--- src/design/assert_macros.svh ---
// assertion macros shared by the rtl
`ifndef ASSERT_MACROS_SVH
`define ASSERT_MACROS_SVH
// implication checked every clock outside reset
`define ASSERT_IMP(label, ante, cons) \
  label: assert property (@(posedge clk) disable iff (!rst_n) (ante) |-> (cons)) \
    else $error("assertion failed");
// next-cycle implication checked outside reset
`define ASSERT_NEXT(label, ante, cons) \
  label: assert property (@(posedge clk) disable iff (!rst_n) (ante) |=> (cons)) \
    else $error("assertion failed");
`endif

--- src/design/mvpid_pkg.sv ---
// types and constants of the motor velocity pid
`default_nettype none
package mvpid_pkg;
  localparam int FRAC_BITS = 16;
  localparam int VEL_W = 22;
  localparam int DT_W = 20;
  localparam int GAIN_W = 26;
  localparam int CFG_W = 26;
  localparam int CFG_IDX_W = 3;
  localparam int DRIVE_W = 8;
  localparam int NEUTRAL = 125;
  localparam logic [CFG_IDX_W-1:0] REG_GAIN_P = 3'd0;
  localparam logic [CFG_IDX_W-1:0] REG_GAIN_I = 3'd1;
  localparam logic [CFG_IDX_W-1:0] REG_GAIN_D = 3'd2;
  localparam logic [CFG_IDX_W-1:0] REG_DEADBAND = 3'd3;
  localparam logic [CFG_IDX_W-1:0] REG_DRIVE_MAX = 3'd4;
  localparam logic [CFG_IDX_W-1:0] REG_DRIVE_MIN = 3'd5;
  localparam logic [CFG_IDX_W-1:0] REG_REJECT = 3'd6;

  typedef struct packed {
    logic signed [VEL_W-1:0] target_velocity;
    logic signed [VEL_W-1:0] sensed_velocity;
    logic [DT_W-1:0] time_step;
  } mvpid_in_t;

  typedef struct packed {
    logic [DRIVE_W-1:0] drive_byte;
    logic hit_max;
    logic hit_min;
    logic sample_rejected;
    logic signed [VEL_W-1:0] smoothed_velocity;
  } mvpid_out_t;

  typedef struct packed {
    logic start;
    logic busy;
  } mvpid_mul_ctl_t;
endpackage
`default_nettype wire

--- src/design/mvpid_if.sv ---
// valid-ready channel interface
`default_nettype none
interface mvpid_if #(parameter int W = 8);
  logic valid;
  logic ready;
  logic [W-1:0] data;
  modport source (output valid, output data, input ready);
  modport sink (input valid, input data, output ready);
endinterface
`default_nettype wire

--- src/design/mvpid_mul.sv ---
// bit-serial signed multiplier, one multiplier bit per cycle
`default_nettype none
module mvpid_mul #(
  parameter int AW = 27,
  parameter int BW = 44
) (
  input  wire logic clk,
  input  wire logic rst_n,
  input  wire logic start,
  input  wire logic signed [AW-1:0] a,
  input  wire logic signed [BW-1:0] b,
  output logic busy,
  output logic signed [AW+BW-1:0] prod
);
  localparam int CW = $clog2(BW + 1);
  logic [CW-1:0] cnt_r, cnt_nxt;
  logic signed [AW+BW-1:0] acc_r, acc_nxt, mc_r, mc_nxt;
  logic [BW-1:0] mq_r, mq_nxt;
  logic busy_r, busy_nxt;

  always_comb begin
    cnt_nxt = cnt_r;
    acc_nxt = acc_r;
    mc_nxt = mc_r;
    mq_nxt = mq_r;
    busy_nxt = busy_r;
    if (start) begin
      acc_nxt = '0;
      mc_nxt = (AW+BW)'(a);
      mq_nxt = b;
      cnt_nxt = '0;
      busy_nxt = 1'b1;
    end else if (busy_r) begin
      if (mq_r[0]) begin
        if (cnt_r == CW'(BW - 1)) acc_nxt = acc_r - mc_r;
        else acc_nxt = acc_r + mc_r;
      end
      mc_nxt = mc_r <<< 1;
      mq_nxt = mq_r >> 1;
      cnt_nxt = cnt_r + 1'b1;
      if (cnt_r == CW'(BW - 1)) busy_nxt = 1'b0;
    end
  end

  always_ff @(posedge clk) begin
    if (!rst_n) begin
      busy_r <= 1'b0;
      cnt_r <= '0;
    end else begin
      busy_r <= busy_nxt;
      cnt_r <= cnt_nxt;
    end
    acc_r <= acc_nxt;
    mc_r <= mc_nxt;
    mq_r <= mq_nxt;
  end

  assign busy = busy_r | start;
  assign prod = acc_r;
endmodule
`default_nettype wire

--- src/design/mvpid_div.sv ---
// restoring divider, one quotient bit per cycle, truncates toward zero
`default_nettype none
module mvpid_div #(
  parameter int NW = 70,
  parameter int DW = 20
) (
  input  wire logic clk,
  input  wire logic rst_n,
  input  wire logic start,
  input  wire logic signed [NW-1:0] num,
  input  wire logic [DW-1:0] den,
  output logic busy,
  output logic signed [NW-1:0] quo
);
  localparam int CW = $clog2(NW + 1);
  logic [CW-1:0] cnt_r, cnt_nxt;
  logic [NW-1:0] q_r, q_nxt;
  logic [DW:0] rem_r, rem_nxt, trial;
  logic [DW-1:0] den_r, den_nxt;
  logic neg_r, neg_nxt, busy_r, busy_nxt;

  always_comb begin
    cnt_nxt = cnt_r;
    q_nxt = q_r;
    rem_nxt = rem_r;
    den_nxt = den_r;
    neg_nxt = neg_r;
    busy_nxt = busy_r;
    trial = {rem_r[DW-1:0], q_r[NW-1]};
    if (start) begin
      neg_nxt = num[NW-1];
      q_nxt = num[NW-1] ? NW'(-num) : NW'(num);
      rem_nxt = '0;
      den_nxt = den;
      cnt_nxt = '0;
      busy_nxt = 1'b1;
    end else if (busy_r) begin
      q_nxt = {q_r[NW-2:0], 1'b0};
      if (trial >= {1'b0, den_r}) begin
        rem_nxt = trial - {1'b0, den_r};
        q_nxt[0] = 1'b1;
      end else begin
        rem_nxt = trial;
      end
      cnt_nxt = cnt_r + 1'b1;
      if (cnt_r == CW'(NW - 1)) busy_nxt = 1'b0;
    end
  end

  always_ff @(posedge clk) begin
    if (!rst_n) begin
      busy_r <= 1'b0;
      cnt_r <= '0;
    end else begin
      busy_r <= busy_nxt;
      cnt_r <= cnt_nxt;
    end
    q_r <= q_nxt;
    rem_r <= rem_nxt;
    den_r <= den_nxt;
    neg_r <= neg_nxt;
  end

  assign busy = busy_r | start;
  assign quo = neg_r ? -$signed(q_r) : $signed(q_r);
endmodule
`default_nettype wire

--- src/design/motor_velocity_pid.sv ---
// motor velocity pid controller, top level
// Use: one request on the in_ channel per control tick carries target_velocity,
// sensed_velocity and time_step; one result comes out on the out_ channel with
// drive_byte, the clamp flags, sample_rejected and smoothed_velocity.
// Gains and limits must be written by the user through the cfg_ port only while the
// block is idle; the block itself does not enforce it. Smoothing and the stop test
// are done in S_FILT, then a shared bit-serial multiplier (four products, two
// while the integral is held) and a bit-serial divider for the derivative term
// (skipped for a zero time_step) run in turn. A rejected or neutral tick goes
// straight from S_FILT to S_OUT. One request is worked on at a time; the next
// is taken the cycle after the result has been delivered.
// Reset clears the history, the integral, the held drive and flags and sets
// the registers to their reset values (deadband 9, max 250, limit 20.0).
// When the receiver stalls, the result is held in the output register and
// no new request is taken until it has been delivered.
`default_nettype none
module motor_velocity_pid (
  input  wire logic clk,
  input  wire logic rst_n,
  input  wire logic cfg_we,
  input  wire logic [mvpid_pkg::CFG_IDX_W-1:0] cfg_index,
  input  wire logic [mvpid_pkg::CFG_W-1:0] cfg_data,
  mvpid_if.sink in_ch,
  mvpid_if.source out_ch
);
  import mvpid_pkg::*;
  `include "assert_macros.svh"

  localparam int MAW = 27;
  localparam int MBW = 44;
  localparam int PW = MAW + MBW;
  localparam int AW = 24 + FRAC_BITS;
  localparam int DNW = 70;
  localparam logic [3:0] S_IDLE = 4'd0, S_FILT = 4'd1, S_PM = 4'd2, S_PW = 4'd3,
    S_IM = 4'd4, S_IW = 4'd5, S_TM = 4'd6, S_TW = 4'd7, S_DM = 4'd8,
    S_DW = 4'd9, S_DV = 4'd10, S_DVW = 4'd11, S_FIN = 4'd12, S_OUT = 4'd13;

  logic [GAIN_W-1:0] gain_p_r, gain_i_r, gain_d_r;
  logic [6:0] dead_r;
  logic [DRIVE_W-1:0] dmax_r, dmin_r, held_drive_r, held_drive_nxt;
  logic [20:0] rej_r;
  logic [3:0] st_r, st_nxt;
  mvpid_in_t req_r, req_nxt;
  mvpid_out_t res_r, res_nxt;
  logic out_v_r, out_v_nxt;
  logic signed [VEL_W-1:0] h0_r, h1_r, h2_r, h0_nxt, h1_nxt, h2_nxt;
  logic signed [VEL_W-1:0] hs_r, hs_nxt;
  logic signed [AW-1:0] integ_r, integ_nxt;
  logic windup_r, windup_nxt, skip_r, skip_nxt, mxf_r, mxf_nxt, mnf_r, mnf_nxt;
  logic signed [PW-1:0] p_r, p_nxt, d_r, d_nxt, t_r, t_nxt;

  logic m_start, m_busy, dv_start, dv_busy;
  logic signed [MAW-1:0] m_a;
  logic signed [MBW-1:0] m_b;
  logic signed [PW-1:0] m_prod;
  logic signed [DNW-1:0] dv_quo;
  mvpid_mul_ctl_t mctl;

  logic signed [VEL_W+1:0] ssum, sflt;
  logic signed [VEL_W:0] sabs;
  logic [VEL_W+1:0] habs;
  logic rej, near;
  logic signed [VEL_W-1:0] snew;
  logic signed [VEL_W:0] err;
  logic signed [PW:0] isum, pid, vv, vabs;
  logic signed [PW:0] rr, rc;
  logic signed [PW-1:0] tshift;

  mvpid_mul #(.AW(MAW), .BW(MBW)) u_mul (
    .clk, .rst_n, .start(m_start), .a(m_a), .b(m_b), .busy(m_busy), .prod(m_prod)
  );
  mvpid_div #(.NW(DNW), .DW(DT_W)) u_div (
    .clk, .rst_n, .start(dv_start), .num(DNW'(d_r)), .den(req_r.time_step),
    .busy(dv_busy), .quo(dv_quo)
  );
  assign mctl = '{start: m_start, busy: m_busy};

  always_comb begin
    sabs = req_r.sensed_velocity[VEL_W-1] ? -(VEL_W+1)'(req_r.sensed_velocity)
                                          : (VEL_W+1)'(req_r.sensed_velocity);
    rej = sabs > $signed({2'b00, rej_r});
    ssum = (VEL_W+2)'(req_r.sensed_velocity) + ((VEL_W+2)'(h0_r) <<< 1)
         + (VEL_W+2)'(h1_r) + (VEL_W+2)'(2);
    sflt = ssum >>> 2;
    if (sflt > (VEL_W+2)'(2**(VEL_W-1) - 1)) snew = {1'b0, {(VEL_W-1){1'b1}}};
    else if (sflt < -(VEL_W+2)'(2**(VEL_W-1))) snew = {1'b1, {(VEL_W-1){1'b0}}};
    else snew = sflt[VEL_W-1:0];
    habs = (h0_r[VEL_W-1] ? -(VEL_W+2)'(h0_r) : (VEL_W+2)'(h0_r))
         + (h1_r[VEL_W-1] ? -(VEL_W+2)'(h1_r) : (VEL_W+2)'(h1_r))
         + (h2_r[VEL_W-1] ? -(VEL_W+2)'(h2_r) : (VEL_W+2)'(h2_r));
    near = ((VEL_W+10)'(habs) * (VEL_W+10)'(100)) < (VEL_W+10)'(9 << FRAC_BITS);
    err = (VEL_W+1)'(req_r.target_velocity) - (VEL_W+1)'(hs_r);
    tshift = t_r >>> FRAC_BITS;
    isum = (PW+1)'(integ_r) + ((PW+1)'(m_prod) >>> FRAC_BITS);
    pid = (PW+1)'(p_r) + (PW+1)'(integ_r) + (PW+1)'(d_r);
    vv = pid + (PW+1)'(NEUTRAL << FRAC_BITS);
    vabs = vv[PW] ? -vv : vv;
    rr = (vabs + (PW+1)'(1 << (FRAC_BITS - 1))) >>> FRAC_BITS;
    if (vv[PW]) rr = -rr;
    if (rr > (PW+1)'(NEUTRAL)) rr = rr + (PW+1)'(dead_r);
    else if (rr < (PW+1)'(NEUTRAL)) rr = rr - (PW+1)'(dead_r);
  end

  always_comb begin
    st_nxt = st_r;
    req_nxt = req_r;
    res_nxt = res_r;
    out_v_nxt = out_v_r;
    {h0_nxt, h1_nxt, h2_nxt, hs_nxt} = {h0_r, h1_r, h2_r, hs_r};
    integ_nxt = integ_r;
    windup_nxt = windup_r;
    skip_nxt = skip_r;
    mxf_nxt = mxf_r;
    mnf_nxt = mnf_r;
    held_drive_nxt = held_drive_r;
    p_nxt = p_r;
    d_nxt = d_r;
    t_nxt = t_r;
    m_start = 1'b0;
    m_a = '0;
    m_b = '0;
    dv_start = 1'b0;
    rc = rr;
    if (out_v_r && out_ch.ready) out_v_nxt = 1'b0;
    unique case (st_r)
      S_IDLE: begin
        if (in_ch.valid && !out_v_r) begin
          req_nxt = in_ch.data;
          st_nxt = S_FILT;
        end
      end
      S_FILT: begin
        if (near) integ_nxt = '0;
        skip_nxt = rej;
        if (!rej) begin
          hs_nxt = snew;
          h2_nxt = h1_r;
          h1_nxt = h0_r;
          h0_nxt = snew;
        end
        res_nxt.sample_rejected = rej;
        res_nxt.smoothed_velocity = rej ? hs_r : snew;
        if (near && req_r.target_velocity == '0) begin
          res_nxt.drive_byte = DRIVE_W'(NEUTRAL);
          res_nxt.hit_max = 1'b0;
          res_nxt.hit_min = 1'b0;
          st_nxt = S_OUT;
        end else if (rej) begin
          res_nxt.drive_byte = held_drive_r;
          res_nxt.hit_max = mxf_r;
          res_nxt.hit_min = mnf_r;
          st_nxt = S_OUT;
        end else begin
          st_nxt = S_PM;
        end
      end
      S_PM: begin
        m_start = 1'b1;
        m_a = MAW'(gain_p_r);
        m_b = MBW'(err);
        st_nxt = S_PW;
      end
      S_PW: if (!mctl.busy) begin
        p_nxt = m_prod >>> FRAC_BITS;
        st_nxt = windup_r ? S_DM : S_IM;
      end
      S_IM: begin
        m_start = 1'b1;
        m_a = MAW'(gain_i_r);
        m_b = MBW'(err);
        st_nxt = S_IW;
      end
      S_IW: if (!mctl.busy) begin
        t_nxt = m_prod;
        st_nxt = S_TM;
      end
      S_TM: begin
        m_start = 1'b1;
        m_a = MAW'({1'b0, req_r.time_step});
        m_b = MBW'(tshift);
        st_nxt = S_TW;
      end
      S_TW: if (!mctl.busy) begin
        if (isum > (PW+1)'((64'sd1 <<< (AW-1)) - 64'sd1))
          integ_nxt = {1'b0, {(AW-1){1'b1}}};
        else if (isum < -((PW+1)'(64'sd1 <<< (AW-1))))
          integ_nxt = {1'b1, {(AW-1){1'b0}}};
        else integ_nxt = isum[AW-1:0];
        st_nxt = S_DM;
      end
      S_DM: begin
        m_start = 1'b1;
        m_a = MAW'(gain_d_r);
        m_b = MBW'((VEL_W+1)'(h0_r) - (VEL_W+1)'(h1_r));
        st_nxt = S_DW;
      end
      S_DW: if (!mctl.busy) begin
        d_nxt = m_prod;
        st_nxt = (req_r.time_step == '0) ? S_FIN : S_DV;
        if (req_r.time_step == '0) d_nxt = '0;
      end
      S_DV: begin
        dv_start = 1'b1;
        st_nxt = S_DVW;
      end
      S_DVW: if (!dv_busy) begin
        d_nxt = PW'(dv_quo);
        st_nxt = S_FIN;
      end
      S_FIN: begin
        windup_nxt = (pid[PW] ? -pid : pid) > (PW+1)'(NEUTRAL << FRAC_BITS);
        mxf_nxt = 1'b0;
        mnf_nxt = 1'b0;
        if (rc > (PW+1)'($signed({1'b0, dmax_r}))) begin
          rc = (PW+1)'($signed({1'b0, dmax_r}));
          mxf_nxt = 1'b1;
        end
        if (rc < (PW+1)'($signed({1'b0, dmin_r}))) begin
          rc = (PW+1)'($signed({1'b0, dmin_r}));
          mnf_nxt = 1'b1;
        end
        held_drive_nxt = rc[DRIVE_W-1:0];
        res_nxt.drive_byte = rc[DRIVE_W-1:0];
        res_nxt.hit_max = mxf_nxt;
        res_nxt.hit_min = mnf_nxt;
        st_nxt = S_OUT;
      end
      S_OUT: begin
        if (!out_v_nxt) begin
          out_v_nxt = 1'b1;
          st_nxt = S_IDLE;
        end
      end
      default: st_nxt = S_IDLE;
    endcase
  end

  always_ff @(posedge clk) begin
    if (!rst_n) begin
      st_r <= S_IDLE;
      out_v_r <= 1'b0;
      {h0_r, h1_r, h2_r, hs_r} <= '0;
      integ_r <= '0;
      {windup_r, skip_r, mxf_r, mnf_r} <= '0;
      held_drive_r <= '0;
      gain_p_r <= '0;
      gain_i_r <= '0;
      gain_d_r <= '0;
      dead_r <= 7'd9;
      dmax_r <= 8'd250;
      dmin_r <= 8'd0;
      rej_r <= 21'(20 << FRAC_BITS);
    end else begin
      st_r <= st_nxt;
      out_v_r <= out_v_nxt;
      {h0_r, h1_r, h2_r, hs_r} <= {h0_nxt, h1_nxt, h2_nxt, hs_nxt};
      integ_r <= integ_nxt;
      {windup_r, skip_r, mxf_r, mnf_r} <= {windup_nxt, skip_nxt, mxf_nxt, mnf_nxt};
      held_drive_r <= held_drive_nxt;
      if (cfg_we) begin
        unique case (cfg_index)
          REG_GAIN_P: gain_p_r <= cfg_data[GAIN_W-1:0];
          REG_GAIN_I: gain_i_r <= cfg_data[GAIN_W-1:0];
          REG_GAIN_D: gain_d_r <= cfg_data[GAIN_W-1:0];
          REG_DEADBAND: dead_r <= cfg_data[6:0];
          REG_DRIVE_MAX: dmax_r <= cfg_data[DRIVE_W-1:0];
          REG_DRIVE_MIN: dmin_r <= cfg_data[DRIVE_W-1:0];
          REG_REJECT: rej_r <= cfg_data[20:0];
          default: ;
        endcase
      end
    end
    req_r <= req_nxt;
    res_r <= res_nxt;
    p_r <= p_nxt;
    d_r <= d_nxt;
    t_r <= t_nxt;
  end

  assign in_ch.ready = (st_r == S_IDLE) && !out_v_r;
  assign out_ch.valid = out_v_r;
  assign out_ch.data = res_r;

  `ASSERT_IMP(a_one_at_a_time, out_v_r && st_r != S_IDLE, st_r != S_FILT)
  `ASSERT_NEXT(a_hold_res, out_v_r && !out_ch.ready, $stable(res_r))
  `ASSERT_IMP(a_div_mul_excl, dv_busy, !m_busy)
endmodule
`default_nettype wire

--- src/flat_wrapper.sv ---
// flat-port wrapper written by rule: the top's interface ports become plain ports
module motor_velocity_pid_flat import mvpid_pkg::*;
  (clk, rst_n, cfg_we, cfg_index, cfg_data, in_ch_valid, in_ch_data, in_ch_ready, out_ch_valid, out_ch_data, out_ch_ready);
  mvpid_if #(.W($bits(mvpid_in_t))) in_ch_i ();
  mvpid_if #(.W($bits(mvpid_out_t))) out_ch_i ();
  input  wire logic clk;
  input  wire logic rst_n;
  input  wire logic cfg_we;
  input  wire logic [mvpid_pkg::CFG_IDX_W-1:0] cfg_index;
  input  wire logic [mvpid_pkg::CFG_W-1:0] cfg_data;
  input wire logic [$bits(in_ch_i.valid)-1:0] in_ch_valid;
  input wire logic [$bits(in_ch_i.data)-1:0] in_ch_data;
  output wire logic [$bits(in_ch_i.ready)-1:0] in_ch_ready;
  output wire logic [$bits(out_ch_i.valid)-1:0] out_ch_valid;
  output wire logic [$bits(out_ch_i.data)-1:0] out_ch_data;
  input wire logic [$bits(out_ch_i.ready)-1:0] out_ch_ready;
  assign in_ch_i.valid = in_ch_valid;
  assign in_ch_i.data = in_ch_data;
  assign in_ch_ready = in_ch_i.ready;
  assign out_ch_valid = out_ch_i.valid;
  assign out_ch_data = out_ch_i.data;
  assign out_ch_i.ready = out_ch_ready;
  motor_velocity_pid u_core (.clk(clk), .rst_n(rst_n), .cfg_we(cfg_we), .cfg_index(cfg_index), .cfg_data(cfg_data), .in_ch(in_ch_i), .out_ch(out_ch_i));
endmodule
--- config.mk ---
export PLATFORM = sky130hd
export DESIGN_NAME = motor_velocity_pid_flat
export DESIGN_NICKNAME = d
export VERILOG_FILES = /design/src/design/mvpid_pkg.sv /design/src/design/mvpid_if.sv /design/src/design/mvpid_mul.sv /design/src/design/mvpid_div.sv /design/src/design/motor_velocity_pid.sv /design/src/flat_wrapper.sv
export VERILOG_INCLUDE_DIRS = /design/src /design/src/design
export SDC_FILE = /design/constraint.sdc
export NUM_CORES = 2
export LEC_CHECK = 0
export ABC_AREA = 1
export BUFFER_PORTS_ARGS = -buffer_cell sky130_fd_sc_hd__buf_2
export CORE_AREA = 3 3 464 466
export DETAILED_ROUTE_END_ITERATION = 10
export DIE_AREA = 0 0 467 469
export GPL_TIMING_DRIVEN = 0
export PLACE_DENSITY = 0.61
export SKIP_LAST_GASP = 1
export SYNTH_ARGS = -nofsm -noshare
export SYNTH_HDL_FRONTEND = slang
export SYNTH_HIERARCHICAL = 1
export SYNTH_SLANG_ARGS = --single-unit
--- constraint.sdc ---
create_clock -name clk -period 15.2 [get_ports clk]
set_input_delay 3.04 -clock clk [delete_from_list [all_inputs] [get_ports clk]]
set_output_delay 3.04 -clock clk [all_outputs]
set_load 0.01 [all_outputs]
Yosys cells after proc, flatten, opt, wreduce, memory -nomap -nowiden
Cells that the tools add are included.
Widths: inputs -> output; s select.
- register bits: 861
- latch bits: 0
- RAM bits: 0
- bits in read-only memories: 0
- bits of input ports: 98
- output and inout bits: 35
- word-level logic and storage cells: 214
- memories kept: 0
- add/sub/neg operators: 28
- multiply operators: 1
- divide/modulo/power cells: 0
- $lt $le $gt $ge: 12
- eq/ne operators: 30
- shifts and indexed selects: 0
- muxes and demuxes: 64
- bitwise gates (word level): 5
- reductions and logical operators: 34
- operators with widths (cell ; number):
    $mux 72 ; 7
    $mux 71 ; 6
    $mux 70 ; 4
    $mux 40 ; 4
    $neg 72->72 ; 2
    $pmux 71 s2 ; 1
    $neg 70->70 ; 2
    $pmux 44 s3 ; 1
    $pmux 26 s4 ; 1
    $mux 44 ; 2
    $pmux 40 s2 ; 1
    $add 56x71->72 ; 1
    $add 72x17->72 const B ; 1
    $add 72x24->72 const B ; 1
    $add 72x7->72 ; 1
    $gt 72x24->1 const B ; 1
    $gt 72x40->1 const B ; 1
    $gt 72x8->1 const B ; 1
    $gt 72x9->1 ; 1
    $lt 72x40->1 const B ; 1
    $lt 72x8->1 const B ; 1
    $lt 72x9->1 ; 1
    $mux 24 ; 3
    $neg 22->24 ; 3
    57 further kinds ; 126

Longest topological paths before layout
- word-level depth: 17
- depth in mapped cells: 84

By module
Netlist, hierarchy kept.
- by module, submodules not included (module ; times used ; cells an instance ; area an instance (sq um) ; seq. area each (sq um)):
    motor_velocity_pid ; 1 ; 9212 ; 57522.7 ; 13342.8
    mvpid_mul ; 1 ; 2537 ; 15889.0 ; 5014.8
    mvpid_div ; 1 ; 1716 ; 10955.5 ; 3293.2

Least setup slack after synthesis
OpenSTA, ideal clock, no wires.
- kind: register -> register
- start point: reg u_core.integ_r[39]
- end point: reg u_core.res_r, in the netlist u_core/out_ch.data[26] (data pin)
- setup time: 0.277 ns
- data arrival time: 10.802 ns
- setup slack: 4.121 ns
- cell stages (with the launch flop): 71
- buffers on the path: 3
- period minus slack after synthesis: 11.079 ns
- cells stage by stage: dfxtp_1 fa_1 ha_1 nand2_1 nor2_1 inv_2 nor2_1 inv_2 nor2_4 nand3_2 nand3_2 nand2_1 nand2_2 nand2_1 nor2_2 nand2_1 nor2_4 nand3_2 [... 35 more ...] a221oi_1 o221a_2 nand3_1 nor2_1 nand3_2 nand3_2 buf_2 nand2_1 o21ai_0 ha_1 a21oi_1 nor2_1 a211oi_1 nand2_4 nand2_4 nand2_1 nand3_1 o21ai_0
- RTL lines (element ; line ; text):
    start, declared ; motor_velocity_pid.sv:48 ; logic signed [AW-1:0] integ_r, integ_nxt;
    start signal, assigned ; motor_velocity_pid.sv:257 ; integ_r <= integ_nxt;
    end signal, assigned ; motor_velocity_pid.sv:274 ; res_r <= res_nxt;
    end, declared ; motor_velocity_pid.sv:44 ; mvpid_out_t res_r, res_nxt;

==> metrics.md <==
| Metric | Value |
|---|---|
| Peak Freq | 0.0732 GHz |
| Die height | 469 um |
| Dpl ws | between 2 and 2.5 ns |
| Number of synthesized flops with an enable pin | about 470 |
| Crit path kind | reg -> reg |
| # H-tree levels | 3 |
| Peak supply drop | 0.896 mV |
| Fraction of registers with async set/reset | 0 |
| Ys flop type | edfxtp_1 |
| Vias in the first global route | 81.0k |
| Io pins | between 100 and 150 |
| Worst EP arrival | 14.16 ns |
| Initial core utilization | 0.399 |
| GRT overflow | 0 |
| Placed instance count | roughly 16k |
| Routed WL per cell | 20.1 um |
| Final Hold Viols | 0 |
| Seq cells post-synth | roughly 850 |
| Post CTS Setup Buffer Count | 0 |
| Fin area | 92100 um2 |
| Largest net degree at the start of global routing | 54 |
| Final Instance Count excl. Fillers | around 17k |
| Core Footprint | 212000 um2 |
| Top cells by area, synth | nand2_1 (19%), edfxtp_1 (17%), dfxtp_1 (8.8%) |
| Top cells by count, synth | nand2_1 (4200), inv_1 (1836), nor2_1 (1812), nand3_1 (1001), o21ai_0 (616) |
| Clock slew seen by the registers of the worst setup and hold paths | about 0.060 ns |
| CTS tree | done |
| Synthesis warning total | 6 |
| Pre-Repair DR Iteration Count | 8 |
| Unrepaired setup endpoints after global routing | false |
| Post-route ant nets | 0 |
| Share of post-route cells with drive strength above 1 | 0.0639 |
| Setup crit end kind | flop |
| Critical path buffer and inverter count | 13 |
| DIE WIDTH | between 400 and 500 um |
| Drt drc | 0 |
| Endpoints failing setup | 0 |
| Global-route wire length before repair | between 400000 and 500000 um |
| Leakage | ~44 nW |
| Clock buffer count from CTS | 94 |
| Max Slew Vio Count | 0 |
| Placer Congestion | 1.02 |
| Slew headroom | 0.118 |
| Layout area overhead | 9.21% |
| Vias/cell | approximately 5.3 |
| Nets | 14.4k |
| GRT Util Overall | 0.295 |
| Antenna violations before repair | 21 |
| Status | finished clean |
| Worst-Margin Slew | 1.32 ns |
| Mapped Area | 84400 um2 |
| Clk Latency, worst-skew pair | 0.76 ns |
| CP Launch Type | flop |
| Register area share after synthesis | 0.257 |
| Max-Cap Viols | 0 |
| Critical path peak fanout | 17 |
| PortBufs | 132 |
| Placement Cell Area | between 80000 and 90000 um2 |
| Gate Count Post-Synth | 13.5k |
| Synth cell types | 77 |
| Clock root cell | clkbuf_16 |
| Row count | 169 |
| DIE AREA | 219000 um2 |
| Post-CTS resize count | 0 |
| Post-DP HPWL | 278000 um |
| 1st-iter DRT viols | 9812 |
| Fin crit share | 0.899 |
| Most used cell, CP | nand2_1 |
| Total power | ~21 mW |
| Buffers from clock root to sink, at most | 3 |
| Most frequent cell after synthesis | nand2_1 |
| Power per cell area | ~230 nW/um2 |
| Clock sinks | 845 |
| Fin util | 0.435 |
| Crit path largest cell delay | 1.05 ns |
| Area leader, netlist | nand2_1 |
| Total number of vias | 88.7k |
| Post-synth top area share | 0.187 |
| Setup ws final | 1.54 ns |
| Min Tclk post-route | roughly 14 ns |
| Total wire length | 334000 um |
| CP required | approximately 16 ns |
| Clk_skew | 0.0846 ns |
| Crit path max-delay family | simple AND/OR/NAND/NOR gates |
| Synthesized area per cell | 6.27 um2 |
| Filler cell count | 22.9k |
| Hold bufs inserted after CTS | 0 |
| HP Class | reg -> reg |
| Slowest cell on the critical path | edfxtp_1 |
==> kinds of logic (layout without fill, tap and decap cells) <==
logic type | count (synthesis) | count (layout) | synth area share
AOI/OAI and AO/OA | 1364 | 1364 | 0.0882
xor gates and xnor gates | 513 | 513 | 0.0533
other | 2 | 6 | 0.0000890
buffers and inverters | 2186 | 2516 | 0.0997
DFF | 845 | 845 | 0.257
and+or+nand+nor | 7968 | 7968 | 0.402
adders and majority gates | 587 | 587 | 0.0997
==> layout make-up <==
cell class | count | area [um2] | area share
Multi-Input combinational cell | 10400 | 54400 | 0.590
Sequential cell | 845 | 21700 | 0.235
Inverter | 1908 | 7160 | 0.0778
Tap cell | 2821 | 3530 | 0.0383
Clock buffer | 119 | 2530 | 0.0274
Buffer | 278 | 1250 | 0.0136
Timing Repair Buffer | 156 | 1010 | 0.0110
Clock inverter | 55 | 624 | 0.00678
Antenna cell | 2 | 5.00 | 0.0000543
==> layout by cell type, fill, tap and decap left out, types with 48 or more instances in the layout <==
master        n
nand2_1    4199
inv_1      1836
nor2_1     1807
nand3_1    1001
o21ai_0     616
a21oi_1     500
edfxtp_1    473
ha_1        445
xor2_1      416
dfxtp_1     371
nand4_1     265
clkbuf_1    205
buf_2       180
nor2_2      150
nor3_1      148
nand2_2     148
fa_1        142
xnor2_1      96
clkbuf_16    95
inv_2        55
nor4_1       51
o211ai_1     48
==> tightest hold or removal path, delay by kind of cell (launching register included) <==
kind,cells,cell delay [ns]
simple gates,2,0.10
flops,1,0.31
==> registers in the layout (all words and copies together), names as in the netlist, 20 cells and up <==
register / count
u_core/d_r: 71
u_core/u_mul/mc_r: 71
u_core/u_mul/prod: 71
u_core/u_div/q_r: 70
u_core/req_r: 64
u_core/p_r: 55
u_core/t_r: 44
u_core/u_mul/mq_r: 44
u_core/integ_r: 40
u_core/out_ch.data: 33
u_core/gain_d_r: 26
u_core/gain_i_r: 26
u_core/gain_p_r: 26
u_core/h0_r: 22
u_core/h1_r: 22
u_core/h2_r: 22
u_core/hs_r: 22
u_core/rej_r: 21
u_core/u_div/den_r: 20
u_core/u_div/rem_r: 20
==> report_power, final <==
part / total [mW] / internal, mW / leakage, nW / switching [mW]
combinational: 14.8 / 5.05 / 35.3 / 9.79
sequential: 4.06 / 3.27 / 7.42 / 0.787
clock: 2.36 / 1.30 / 1.50 / 1.06
total: 21.3 / 9.62 / 44.2 / 11.6
==> final timing paths <==
| check | start | end | slack, ns | cells past startpoint |
|---|---|---|---|---|
| setup / recovery | u_core/p_r[54]$_DFFE_PP_ | u_core/out_ch.data[30]$_DFFE_PP_ | 1.54 | 61 |
| hold / removal | u_core/u_div/rem_r[19]$_SDFFE_PP0P_ | u_core/u_div/rem_r[19]$_SDFFE_PP0P_ | 0.46 | 2 |
| setup reg to reg | u_core/p_r[54]$_DFFE_PP_ | u_core/out_ch.data[30]$_DFFE_PP_ | 1.54 | 61 |
| hold reg to reg | u_core/u_div/rem_r[19]$_SDFFE_PP0P_ | u_core/u_div/rem_r[19]$_SDFFE_PP0P_ | 0.46 | 2 |
==> metrics by stage <==
step / TNS, ns / hold WS, ns
finish: 0 / 0.459
global route: 0 / 0.469
floorplan: 0 / 0.426
detailed placement: 0 / 0.441
global placement: -51.79 / 0.434
CTS: 0 / 0.455
==> metal layers <==
metal	track usage	vias up	routed length, um
li1	-	43600	-
met1	0.401	41000	145000
met2	0.471	3517	147000
met3	0.0381	586	26800
met4	0.124	8	15300
met5	0	-	55
Power figures use the tool's default switching activity.
